<file path="src/hdl/slbe_pkg.sv">
package slbe_pkg;

  // default parameter values
  localparam int COUNT_BITS_DEF    = 24;
  localparam int FRACTION_BITS_DEF = 12;

  // fixed field and accumulator widths
  localparam int SUM_W    = 44;
  localparam int SQ_W     = 64;
  localparam int MEAN_W   = 20;
  localparam int STAT_W   = 24;
  localparam int TOTAL_W  = 24;
  localparam int PIX_W    = 8;
  localparam int STAT_FRAC = 12;

  // shared divider
  localparam int DIV_W  = 64;
  localparam int STEP_W = 7;

  // upper pixel must stay below this
  localparam logic [PIX_W-1:0] SAT_LIMIT = 8'd250;

  // config register addresses
  localparam int CFG_AW = 3;
  localparam logic [CFG_AW-1:0] REG_DARK_THR = 3'd0;

  typedef enum logic [1:0] {
    OP_CLEAR  = 2'd0,
    OP_PAIR   = 2'd1,
    OP_REPORT = 2'd2,
    OP_NONE   = 2'd3
  } op_t;

  typedef enum logic [3:0] {
    S_IDLE,
    S_PAIR_DIV,
    S_PAIR_MUL,
    S_PAIR_ACC,
    S_MEAN_DIV,
    S_MSQ_DIV,
    S_MSQ_MUL,
    S_VAR_CHK,
    S_SQRT,
    S_ROOT_CHK,
    S_STAT_DIV,
    S_OUT
  } state_t;

  typedef struct packed {
    logic              start;
    logic [STEP_W-1:0] steps;
    logic [DIV_W-1:0]  dividend;
  } div_req_t;

  typedef struct packed {
    logic             done;
    logic [DIV_W-1:0] quotient;
  } div_rsp_t;

endpackage

</file>
<file path="src/hdl/slbe_div.sv">
module slbe_div #(
  parameter int DVW = 24
) (
  input  logic                clk,
  input  logic                rst_n,
  input  slbe_pkg::div_req_t  req,
  input  logic [DVW-1:0]      divisor,
  output slbe_pkg::div_rsp_t  rsp
);
  import slbe_pkg::*;

  logic [DIV_W-1:0]  acc_r;
  logic [DVW-1:0]    rem_r;
  logic [DVW-1:0]    dvs_r;
  logic [STEP_W-1:0] cnt_r;
  logic              done_r;

  logic [DVW:0] rem_sh;
  logic [DVW:0] diff;
  logic         ge;

  // one restoring step: bring down the next dividend bit
  assign rem_sh = {rem_r, acc_r[DIV_W-1]};
  assign ge     = rem_sh >= {1'b0, dvs_r};
  assign diff   = rem_sh - {1'b0, dvs_r};

  // control
  always_ff @(posedge clk) begin
    if (!rst_n) begin
      cnt_r  <= '0;
      done_r <= 1'b0;
    end else begin
      done_r <= (cnt_r == STEP_W'(1));
      if (req.start) begin
        cnt_r <= req.steps;
      end else if (cnt_r != '0) begin
        cnt_r <= cnt_r - STEP_W'(1);
      end
    end
  end

  // datapath: quotient bits shift in as dividend bits shift out
  always_ff @(posedge clk) begin
    if (req.start) begin
      acc_r <= req.dividend;
      rem_r <= '0;
      dvs_r <= divisor;
    end else if (cnt_r != '0) begin
      acc_r <= {acc_r[DIV_W-2:0], ge};
      rem_r <= ge ? diff[DVW-1:0] : rem_sh[DVW-1:0];
    end
  end

  assign rsp.done     = done_r;
  assign rsp.quotient = acc_r;

endmodule

</file>
<file path="src/hdl/scan_line_bias_estimator_unit.sv">
// scan line bias estimator
// input beats carry a pixel pair (tdata) and an op code (tuser): clear,
// pair or report. a pair is tested against the dark threshold, the
// saturation limit, a zero lower pixel and a full pair count; a
// qualifying pair runs the shared radix-2 divider for its ratio
// (8+FRACTION_BITS steps), then the multiplier and the accumulators. the
// divider gives one quotient bit per cycle. a pair that does not qualify
// goes back to idle without the divider.
// a report runs the divider for the mean (44 steps) and the mean square
// (64 steps), a multiply, a bit-serial square root (8+FRACTION_BITS steps)
// and a last divide (20+FRACTION_BITS steps); these last two are skipped
// for a zero variance or root; a report with no pairs skips to the output.
// in_tready is high only while the sequencer is idle, one item at a time.
// the result sits in an output register; the next input beat is taken
// while it waits, and a following report holds in its last state until
// out_tready frees the register.
// reset clears the accumulators, the threshold and out_tvalid.
// dark_threshold is written through the apb port at address 0.
module scan_line_bias_estimator_unit #(
  parameter int COUNT_BITS    = slbe_pkg::COUNT_BITS_DEF,
  parameter int FRACTION_BITS = slbe_pkg::FRACTION_BITS_DEF
) (
  input  logic        clk,
  input  logic        rst_n,
  // input stream
  input  logic        in_tvalid,
  output logic        in_tready,
  input  logic [15:0] in_tdata,   // upper_pixel[7:0], lower_pixel[15:8]
  input  logic [1:0]  in_tuser,   // op[1:0]
  // result stream
  output logic        out_tvalid,
  input  logic        out_tready,
  output logic [71:0] out_tdata,  // bias_mean[19:0], bias_stat[43:20],
                                  // pair_total[67:44], zero pad[71:68]
  output logic [0:0]  out_tuser,  // degenerate[0]
  // configuration
  input  logic                        cfg_psel,
  input  logic                        cfg_penable,
  input  logic                        cfg_pwrite,
  input  logic [slbe_pkg::CFG_AW-1:0] cfg_paddr,
  input  logic [31:0]                 cfg_pwdata,
  output logic [31:0]                 cfg_prdata,
  output logic                        cfg_pready
);
  import slbe_pkg::*;

  localparam int RW      = PIX_W + FRACTION_BITS;
  localparam int DVW     = (COUNT_BITS > RW) ? COUNT_BITS : RW;
  localparam int SQC_W   = $clog2(RW + 1);
  localparam logic [COUNT_BITS-1:0] COUNT_MAX = {COUNT_BITS{1'b1}};
  localparam logic [RW-1:0] ONE = RW'(1) << FRACTION_BITS;

  state_t state_r, state_nxt;

  logic [PIX_W-1:0]      thr_r;
  logic [SUM_W-1:0]      sum_r;
  logic [SQ_W-1:0]       sq_r;
  logic [COUNT_BITS-1:0] count_r;
  logic [RW-1:0]         ratio_r;
  logic [RW-1:0]         mean_r;
  logic [2*RW-1:0]       meansq_r;
  logic [2*RW-1:0]       prod_r;
  logic [2*RW-1:0]       var_r;
  logic [RW+2:0]         srem_r;
  logic [RW-1:0]         root_r;
  logic [SQC_W-1:0]      sq_cnt_r;
  logic [STAT_W-1:0]     stat_r;
  logic                  degen_r;

  logic                  out_valid_r;
  logic [MEAN_W-1:0]     out_mean_r;
  logic [STAT_W-1:0]     out_stat_r;
  logic [TOTAL_W-1:0]    out_total_r;
  logic                  out_degen_r;

  div_req_t       div_req;
  div_rsp_t       div_rsp;
  logic [DVW-1:0] div_divisor;

  op_t              op;
  logic [PIX_W-1:0] up_pix;
  logic [PIX_W-1:0] lo_pix;
  logic             in_acc;
  logic             qualify;
  logic             out_free;

  logic [RW-1:0]   dev;
  logic [RW-1:0]   mul_a;
  logic [SUM_W:0]  sum_add;
  logic [SQ_W:0]   sq_add;
  logic [RW+2:0]   srem_sh;
  logic [RW+2:0]   strial;
  logic            sge;

  assign op      = op_t'(in_tuser);
  assign up_pix  = in_tdata[PIX_W-1:0];
  assign lo_pix  = in_tdata[2*PIX_W-1:PIX_W];
  assign in_acc  = in_tvalid && in_tready;
  assign qualify = (up_pix > thr_r) && (up_pix < SAT_LIMIT) &&
                   (lo_pix != '0) && (count_r != COUNT_MAX);
  assign out_free = !out_valid_r || out_tready;

  assign dev = (mean_r >= ONE) ? (mean_r - ONE) : (ONE - mean_r);

  // config port
  assign cfg_pready = 1'b1;
  assign cfg_prdata = (cfg_paddr == REG_DARK_THR) ? {24'd0, thr_r} : 32'd0;

  always_ff @(posedge clk) begin
    if (!rst_n) begin
      thr_r <= '0;
    end else if (cfg_psel && cfg_penable && cfg_pwrite && cfg_pready &&
                 cfg_paddr == REG_DARK_THR) begin
      thr_r <= cfg_pwdata[PIX_W-1:0];
    end
  end

  // shared divider
  slbe_div #(.DVW(DVW)) u_div (
    .clk     (clk),
    .rst_n   (rst_n),
    .req     (div_req),
    .divisor (div_divisor),
    .rsp     (div_rsp)
  );

  // next state
  always_comb begin
    state_nxt = state_r;
    case (state_r)
      S_IDLE: begin
        if (in_acc) begin
          case (op)
            OP_PAIR:   state_nxt = qualify ? S_PAIR_DIV : S_IDLE;
            OP_REPORT: state_nxt = (count_r == '0) ? S_OUT : S_MEAN_DIV;
            default:   state_nxt = S_IDLE;
          endcase
        end
      end
      S_PAIR_DIV: if (div_rsp.done) state_nxt = S_PAIR_MUL;
      S_PAIR_MUL: state_nxt = S_PAIR_ACC;
      S_PAIR_ACC: state_nxt = S_IDLE;
      S_MEAN_DIV: if (div_rsp.done) state_nxt = S_MSQ_DIV;
      S_MSQ_DIV:  if (div_rsp.done) state_nxt = S_MSQ_MUL;
      S_MSQ_MUL:  state_nxt = S_VAR_CHK;
      S_VAR_CHK:  state_nxt = (meansq_r <= prod_r) ? S_OUT : S_SQRT;
      S_SQRT:     if (sq_cnt_r == SQC_W'(1)) state_nxt = S_ROOT_CHK;
      S_ROOT_CHK: state_nxt = (root_r == '0) ? S_OUT : S_STAT_DIV;
      S_STAT_DIV: if (div_rsp.done) state_nxt = S_OUT;
      S_OUT:      if (out_free) state_nxt = S_IDLE;
      default:    state_nxt = S_IDLE;
    endcase
  end

  // outputs of the sequencer: handshake and divider launch
  always_comb begin
    in_tready        = (state_r == S_IDLE);
    div_req.start    = (state_nxt != state_r) &&
                       (state_nxt == S_PAIR_DIV || state_nxt == S_MEAN_DIV ||
                        state_nxt == S_MSQ_DIV  || state_nxt == S_STAT_DIV);
    div_req.steps    = STEP_W'(RW);
    div_req.dividend = DIV_W'(up_pix) << (DIV_W - PIX_W);
    div_divisor      = DVW'(lo_pix);
    case (state_nxt)
      S_MEAN_DIV: begin
        div_req.steps    = STEP_W'(SUM_W);
        div_req.dividend = DIV_W'(sum_r) << (DIV_W - SUM_W);
        div_divisor      = DVW'(count_r);
      end
      S_MSQ_DIV: begin
        div_req.steps    = STEP_W'(SQ_W);
        div_req.dividend = DIV_W'(sq_r) << (DIV_W - SQ_W);
        div_divisor      = DVW'(count_r);
      end
      S_STAT_DIV: begin
        div_req.steps    = STEP_W'(RW + STAT_FRAC);
        div_req.dividend = DIV_W'(dev) << (DIV_W - RW);
        div_divisor      = DVW'(root_r);
      end
      default: begin
        div_req.steps    = STEP_W'(RW);
      end
    endcase
  end

  always_ff @(posedge clk) begin
    if (!rst_n) begin
      state_r <= S_IDLE;
    end else begin
      state_r <= state_nxt;
    end
  end

  // shared multiplier, registered
  assign mul_a = (state_r == S_MSQ_MUL) ? mean_r : ratio_r;

  always_ff @(posedge clk) begin
    if (state_r == S_PAIR_MUL || state_r == S_MSQ_MUL) begin
      prod_r <= mul_a * mul_a;
    end
  end

  // saturating accumulation
  assign sum_add = {1'b0, sum_r} + (SUM_W+1)'(ratio_r);
  assign sq_add  = {1'b0, sq_r} + (SQ_W+1)'(prod_r);

  always_ff @(posedge clk) begin
    if (!rst_n) begin
      sum_r   <= '0;
      sq_r    <= '0;
      count_r <= '0;
    end else if (in_acc && op == OP_CLEAR) begin
      sum_r   <= '0;
      sq_r    <= '0;
      count_r <= '0;
    end else if (state_r == S_PAIR_ACC) begin
      sum_r   <= sum_add[SUM_W] ? {SUM_W{1'b1}} : sum_add[SUM_W-1:0];
      sq_r    <= sq_add[SQ_W] ? {SQ_W{1'b1}} : sq_add[SQ_W-1:0];
      count_r <= count_r + COUNT_BITS'(1);
    end
  end

  // one square root step: bring down two bits of the variance
  assign srem_sh = {srem_r[RW:0], var_r[2*RW-1:2*RW-2]};
  assign strial  = (RW+3)'({root_r, 2'b01});
  assign sge     = srem_sh >= strial;

  // report datapath
  always_ff @(posedge clk) begin
    case (state_r)
      S_IDLE: begin
        mean_r  <= '0;
        stat_r  <= '0;
        degen_r <= 1'b1;
      end
      S_PAIR_DIV: if (div_rsp.done) ratio_r <= div_rsp.quotient[RW-1:0];
      S_MEAN_DIV: if (div_rsp.done) mean_r <= div_rsp.quotient[RW-1:0];
      S_MSQ_DIV:  if (div_rsp.done) meansq_r <= div_rsp.quotient[2*RW-1:0];
      S_VAR_CHK: begin
        degen_r  <= 1'b1;
        stat_r   <= (dev != '0) ? {STAT_W{1'b1}} : '0;
        var_r    <= meansq_r - prod_r;
        srem_r   <= '0;
        root_r   <= '0;
        sq_cnt_r <= SQC_W'(RW);
      end
      S_SQRT: begin
        srem_r   <= sge ? (srem_sh - strial) : srem_sh;
        root_r   <= {root_r[RW-2:0], sge};
        var_r    <= {var_r[2*RW-3:0], 2'b00};
        sq_cnt_r <= sq_cnt_r - SQC_W'(1);
      end
      S_STAT_DIV: begin
        if (div_rsp.done) begin
          degen_r <= 1'b0;
          stat_r  <= (div_rsp.quotient[DIV_W-1:STAT_W] != '0) ?
                     {STAT_W{1'b1}} : div_rsp.quotient[STAT_W-1:0];
        end
      end
      default: begin
      end
    endcase
  end

  // result register
  always_ff @(posedge clk) begin
    if (!rst_n) begin
      out_valid_r <= 1'b0;
    end else if (state_r == S_OUT && out_free) begin
      out_valid_r <= 1'b1;
    end else if (out_tready) begin
      out_valid_r <= 1'b0;
    end
  end

  always_ff @(posedge clk) begin
    if (state_r == S_OUT && out_free) begin
      out_mean_r  <= (mean_r > RW'({MEAN_W{1'b1}})) ? {MEAN_W{1'b1}} :
                     MEAN_W'(mean_r);
      out_stat_r  <= stat_r;
      out_total_r <= TOTAL_W'(count_r);
      out_degen_r <= degen_r;
    end
  end

  assign out_tvalid = out_valid_r;
  assign out_tdata  = {4'd0, out_total_r, out_stat_r, out_mean_r};
  assign out_tuser  = out_degen_r;

endmodule

</file>
<file path="config.mk">
export PLATFORM = sky130hd
export DESIGN_NAME = scan_line_bias_estimator_unit
export DESIGN_NICKNAME = d
export VERILOG_FILES = /design/src/hdl/slbe_pkg.sv /design/src/hdl/slbe_div.sv /design/src/hdl/scan_line_bias_estimator_unit.sv
export SDC_FILE = /design/constraint.sdc
export NUM_CORES = 2
export LEC_CHECK = 0
export BUFFER_PORTS_ARGS = -buffer_cell sky130_fd_sc_hd__buf_4
export CAP_MARGIN = 20
export CELL_PAD_IN_SITES_DETAIL_PLACEMENT = 0
export CELL_PAD_IN_SITES_GLOBAL_PLACEMENT = 1
export CORE_MARGIN = 3
export CORE_UTILIZATION = 45
export DETAILED_ROUTE_END_ITERATION = 8
export GPL_TIMING_DRIVEN = 1
export PLACE_DENSITY_LB_ADDON = 0.1
export SLEW_MARGIN = 20
export SYNTH_ARGS = -nofsm -noshare
export SYNTH_HDL_FRONTEND = slang
export SYNTH_SLANG_ARGS = --single-unit
</file>
<file path="constraint.sdc">
create_clock -name clk -period 8.9 [get_ports clk]
set_input_delay 1.335 -clock clk [delete_from_list [all_inputs] [get_ports clk]]
set_output_delay 1.335 -clock clk [all_outputs]
set_load 0.01 [all_outputs]
</file>
Yosys cells after proc, flatten, opt, wreduce, memory -nomap -nowiden
Index checks and enable logic that the tools add are counted.
{"block": "word_totals", "ff_bits": 565, "out_inout_bits": 108}
{"block": "op_classes", "add_sub_neg": 10, "mul": 1, "order_cmp": 7, "n_eq_ne": 23, "muxes": 41, "bitwise": 1, "reduce_logical": 39}
{"cell": "64-bit 2-to-1 mux", "count": 3}
{"cell": "64-bit one-hot mux with 3 select lines", "count": 1}
{"cell": "24-bit 2-to-1 mux", "count": 4}
{"cell": "20-bit one-hot mux with 2 select lines", "count": 2}
{"cell": "40-bit one-hot mux with 2 select lines", "count": 1}
{"cell": "24-bit one-hot mux with 3 select lines", "count": 1}
{"cell": "64-bit by 40-bit adder with 65-bit output", "count": 1}
{"cell": "20-bit 2-to-1 mux", "count": 3}
{"cell": "24-bit one-hot mux with 2 select lines", "count": 1}
{"cell": "44-bit by 20-bit adder with 45-bit output", "count": 1}
{"cell": "44-bit 2-to-1 mux", "count": 1}
{"cell": "4-bit one-hot mux with 11 select lines", "count": 1}
{"cell": "21-bit one-hot mux with 2 select lines", "count": 1}
{"cell": "40-bit <= comparator", "count": 1}
{"cell": "20-bit by 20-bit multiplier with 40-bit output", "count": 1}
{"cell": "40-bit nonzero test", "count": 1}
{"cell": "40-bit subtractor", "count": 1}
{"cell": "4-bit 2-to-1 mux", "count": 8}
{"cell": "25-bit by 24-bit greater-or-equal comparator with 1-bit output", "count": 1}
{"cell": "24-bit by 1-bit adder with 24-bit output (second input constant)", "count": 1}
{"cell": "4-bit by 3-bit == test with 1-bit output (second input constant)", "count": 6}
{"cell": "24-bit logical NOT", "count": 1}
{"cell": "24-bit inequality test (second input constant)", "count": 1}
{"cell": "24-bit subtractor", "count": 1}
{"cell": "other kinds (43)", "count": 78}

Depth between registers and ports, before layout
{"block": "depth", "ltp_word": 14, "mapped_depth": 35, "depth_no_buf": 32}

Cells and area by module
Synthesis repeated with hierarchy kept, for this count alone.
{"block": "unflattened", "cells_unflattened": 4457, "hier_area_um2": 43192.7}
{"module": "scan_line_bias_estimator_unit", "n_inst": 1, "cells_per_inst": 3940, "area_each_um2": 36974.2}
{"module": "slbe_div", "n_inst": 1, "cells_per_inst": 517, "area_each_um2": 6218.5}

Least setup slack after synthesis
OpenSTA, ideal clock, no wires.
{"block": "synth_timing", "path_kind": "flip-flop to flip-flop", "start": "register state_r[3]", "end": "register prod_r[36], data pin", "arrival_time_ps": 8724, "required_ps": 8640, "setup_slack_ps": -84, "path_stages_with_launch": 33, "period_less_slack_ps": 8984, "cell_sequence": "dfxtp_1 inv_1 ha_1 buf_1 nand3b_1 buf_1 buf_1 mux2_2 inv_1 clkbuf_1 nor2_1 fa_1 inv_1 fa_1 fa_1 inv_1 fa_1 fa_1 fa_1 inv_1 fa_1 inv_1 ha_1 and3_1 a31o_2 a2111oi_0 o21bai_1 o22ai_1 or3_1 a211oi_1 or3_1 a21oi_1 xnor2_1"}
{"block": "synth_via", "elab_chain_cells": 3}
{"item": "from (decl)", "line": "scan_line_bias_estimator_unit.sv:53", "text": "state_t state_r, state_nxt;"}
{"item": "from (signal assigned)", "line": "scan_line_bias_estimator_unit.sv:190", "text": "state_r <= state_nxt;"}
{"item": "4-bit by 3-bit == test with 1-bit output", "line": "scan_line_bias_estimator_unit.sv:195", "text": "assign mul_a = (state_r == S_MSQ_MUL) ? mean_r : ratio_r;"}
{"item": "20-bit 2-to-1 mux", "line": "scan_line_bias_estimator_unit.sv:195"}
{"item": "20-bit by 20-bit multiplier with 40-bit output", "line": "scan_line_bias_estimator_unit.sv:199", "text": "prod_r <= mul_a * mul_a;"}
{"item": "to (signal assigned)", "line": "scan_line_bias_estimator_unit.sv:199"}
{"item": "to (decl)", "line": "scan_line_bias_estimator_unit.sv:62", "text": "logic [2*RW-1:0] prod_r;"}
Every way passes these cells.
A chain may end at the register's enable or synchronous reset.

Worst setup path in the final report
{"block": "layout_timing", "start": "register state_r[3]", "end": "register prod_r[38], data pin"}
The elaborated chain is that of the path after synthesis.

==> impl_metrics.tcl <==
set metrics [dict create \
    post-route-util_pct 50.6 \
    ys_types 88 \
    regArea_sq_um 15200 \
    synth_common_cells "510 x inv_1, 417 x nor2_1, 387 x edfxtp_1" \
    worst-slew-pin-transition_ps 1060 \
    status "completed" \
    end_kind "register" \
    syn_area_per_cell_sq_um 9.67 \
    p_clk_share_pct 22.2 \
    synth_top_cell_by_area "edfxtp_1" \
    synth_compound_gate_area_share_pct 14.9 \
    ys_seq_area_share_pct 35.8 \
    cts_made_buffers 60 \
    slew_violations 0 \
    max_stage_delay_ps 600 \
    nFillCells 8735 \
    grt-ovfl-total 0 \
    postSynthCellCount 4375 \
    sequentialPowerShare_pct 33.9 \
    max_freq_ghz 0.119 \
    synth-seq-cells 564 \
    fin_skew_ps 32.0 \
    grt_max_degree 88 \
    start_util_pct 45.8 \
    tns_ps 0 \
    portBuffers 114 \
    arrival_ps 8810 \
    path_class "reg2reg" \
    diodes 0 \
    p_leak_nw 20.4 \
    dpl.hpwl_microns 96300 \
    grt_pass1_wl_microns 189000 \
    critPathRequiredTime_ps 9290 \
    yosysTopAreaCellShare_pct 27.5 \
    chipHeight_microns 313 \
    setup_viol 0 \
    hold_depth 0 \
    synthMuxAreaShare_pct 1.50 \
    io_pins 168 \
    clkTransAtPathRegs_ps 70 \
    rsz0062_at_grt "false" \
    grt_use_total_pct 25.0 \
    cts_buffer_depth 3 \
    power_density_nw_per_um2 250 \
    antenna_found_initial 3 \
    ir_worst_vdd_mv 0.158 \
    drtIter0Drc 2547 \
    final_antenna_net_count 0 \
    yosys.area_share.simple_pct 13.1 \
    num_vias 32187 \
    nNetsFinal 5122 \
    power.switching_mw 4.65 \
    total_power_mw 11.7 \
    hold_path.class "reg2reg" \
    gp_congestion 0.904 \
    cts-hold-fix-buffers 0 \
    synthTopCellsByArea "edfxtp_1 27%, fa_1 13%, ha_1 9.5%" \
    synthAdderAreaFrac_pct 22.8 \
    clk_latency_ps 650 \
    reg2reg_depth 31 \
    yosysMostFrequentCell "inv_1" \
    rows 111 \
    critPathLaunchType "register" \
    fin_crit_sh_pct 94.6 \
    synth_top_family_by_area "adder cells" \
    cpMostUsedCell "inv_1" \
    max_cap_viol_count 0 \
    htreeDepth 2 \
    critical_path.slowest_cell "fa_1" \
    die-area_sq_um 97800 \
    viasPerCell 5.59 \
    synth_edf_count 387 \
    multi_input_area_sq_um 24500 \
    area_delta_synth_final_pct 10.6 \
    wl_microns 123000 \
    slew_headroom_pct 29.6 \
    cts_setup_buffers 0 \
    crit_fanout 31 \
    wl_per_cell_microns 21.4 \
    switching_share_pct 39.8 \
    die_w_microns 313 \
    synthArstFlopShare_pct 0 \
    p_int_mw 7.05 \
    synth_ff_type "edfxtp_1" \
    synth_xor_area_share_pct 5.03 \
    cts_sinks 564 \
    synth_area_sq_um 42300 \
    core-area_sq_um 92500 \
    drc_errors 0 \
    grt_pass1_vias 31459 \
    p_comb_share_pct 43.8 \
    dr.pass1.iters 6 \
    cts-root-buf "clkbuf_16" \
    layout-drive-gt1-share_pct 8.49 \
    hold_viol_final 0 \
    ys.warnings.count 0 \
    cts_tree "built" \
    layout_min_cycle_time_ps 8420 \
]
==> per-layer routing <==
metal	track usage, %	up-vias	part of all wire [%]	routed length [microns]
met5	0	-	0	0
met4	6.53	0	2.8	3430
met3	3.37	152	5.8	7150
li1	-	15358	-	-
met1	34.8	15828	45	55400
met2	41.1	849	46	57100
==> state kept, by name, indices dropped and copies added, names as in the netlist, 21 cells and up <==
name	cells
u_div.dvs_r	24
u_div.acc_r	64
u_div.rem_r	24
out_stat_r	24
srem_r	21
meansq_r	40
stat_r	24
sum_r	44
sq_r	64
out_total_r	24
prod_r	39
var_r	40
count_r	24
==> through the flow <==
stage                     hold WS (ps)  setup slack, ps  instance area [sq um]  instances
after floorplan                    400             54.4                  42400       4402
after global placement             402              223                  44700       5642
after detailed placement           405              195                  44700       5642
after CTS                          412              193                  46800       5755
after global routing               421             2.96                  46800       5755
final                              408              483                  46800       5755
==> repair_timing <==
action / CTS / global route
hold endpoints to repair: 0 / 0
endpoints found under the setup margin: 0 / 3
gates resized for setup: 0 / 6
==> critical path, delay by kind of cell (launching register included) <==
family	cells	cell delay [ps]
flip-flops	1	310
AO/OA/AOI/OAI	6	1500
XOR/XNOR	1	130
multiplexers	1	380
AND/OR/NAND/NOR	5	950
buffers and inverters	9	670
adder cells (fa/ha/maj)	9	4200
==> cells by family (layout without fill, tap and decap cells) <==
| kind of cell | Yosys count | count (layout) |
|---|---|---|
| AOI/OAI and AO/OA | 977 | 977 |
| xor gates and xnor gates | 243 | 243 |
| adders and majority gates | 603 | 603 |
| buffers and inverters | 730 | 840 |
| DFF | 564 | 564 |
| muxes | 61 | 61 |
| other | 2 | 29 |
| and+or+nand+nor | 1195 | 1195 |
==> layout make-up <==
| class | instances | share of cell area [%] |
|---|---|---|
| Sequential cell | 564 | 32.4 |
| Multi-Input combinational cell | 3108 | 52.4 |
| Clock inverter | 41 | 0.882 |
| Tap cell | 1243 | 3.32 |
| Inverter | 516 | 4.15 |
| Clock buffer | 72 | 3.48 |
| Timing Repair Buffer | 211 | 3.41 |
==> worst paths after layout <==
kind | endpoint | startpoint | slack (ps)
setup / recovery | prod_r[38]$_DFFE_PP_ | state_r[3]$_SDFF_PN0_ | 480
hold / removal | out_stat_r[2]$_DFFE_PP_ | stat_r[2]$_DFFE_PP_ | 410
setup reg to reg | prod_r[38]$_DFFE_PP_ | state_r[3]$_SDFF_PN0_ | 480
hold reg to reg | out_stat_r[2]$_DFFE_PP_ | stat_r[2]$_DFFE_PP_ | 410
==> power by group through the flow <==
stage	Clock [mW]	Combinational (mW)	Sequential [mW]
detailed placement	0	5.12	4.01
global placement	0	5.10	4.01
finish	2.60	5.13	3.97
global route	2.74	5.79	4.00
CTS	2.65	5.15	3.96
floorplan	0	3.78	3.76
==> placed cells by master, fill, tap and decap left out, types with 12 or more instances in the layout <==
cell type / count
dfxtp_1: 177
ha_1: 320
and3_1: 59
clkinv_2: 14
a22o_1: 23
nor2b_1: 32
o21bai_1: 28
nand2_1: 326
conb_1: 29
o2bb2ai_1: 16
a221oi_1: 12
fa_1: 281
a211oi_1: 49
nor4_1: 40
nand3_1: 70
or3_1: 17
a21oi_1: 305
inv_1: 509
and2_1: 29
xor2_1: 108
a221o_1: 26
o21ai_0: 217
nor2_1: 411
o31ai_1: 16
a21o_1: 73
o21a_1: 32
and4_1: 15
clkbuf_16: 60
xnor2_1: 135
nand4_1: 49
nand2b_1: 30
o22a_1: 25
buf_4: 210
edfxtp_1: 387
nor3_1: 69
a31oi_1: 31
o211ai_1: 15
mux2i_1: 41
Note: power is estimated with default switching activity, not from simulation.
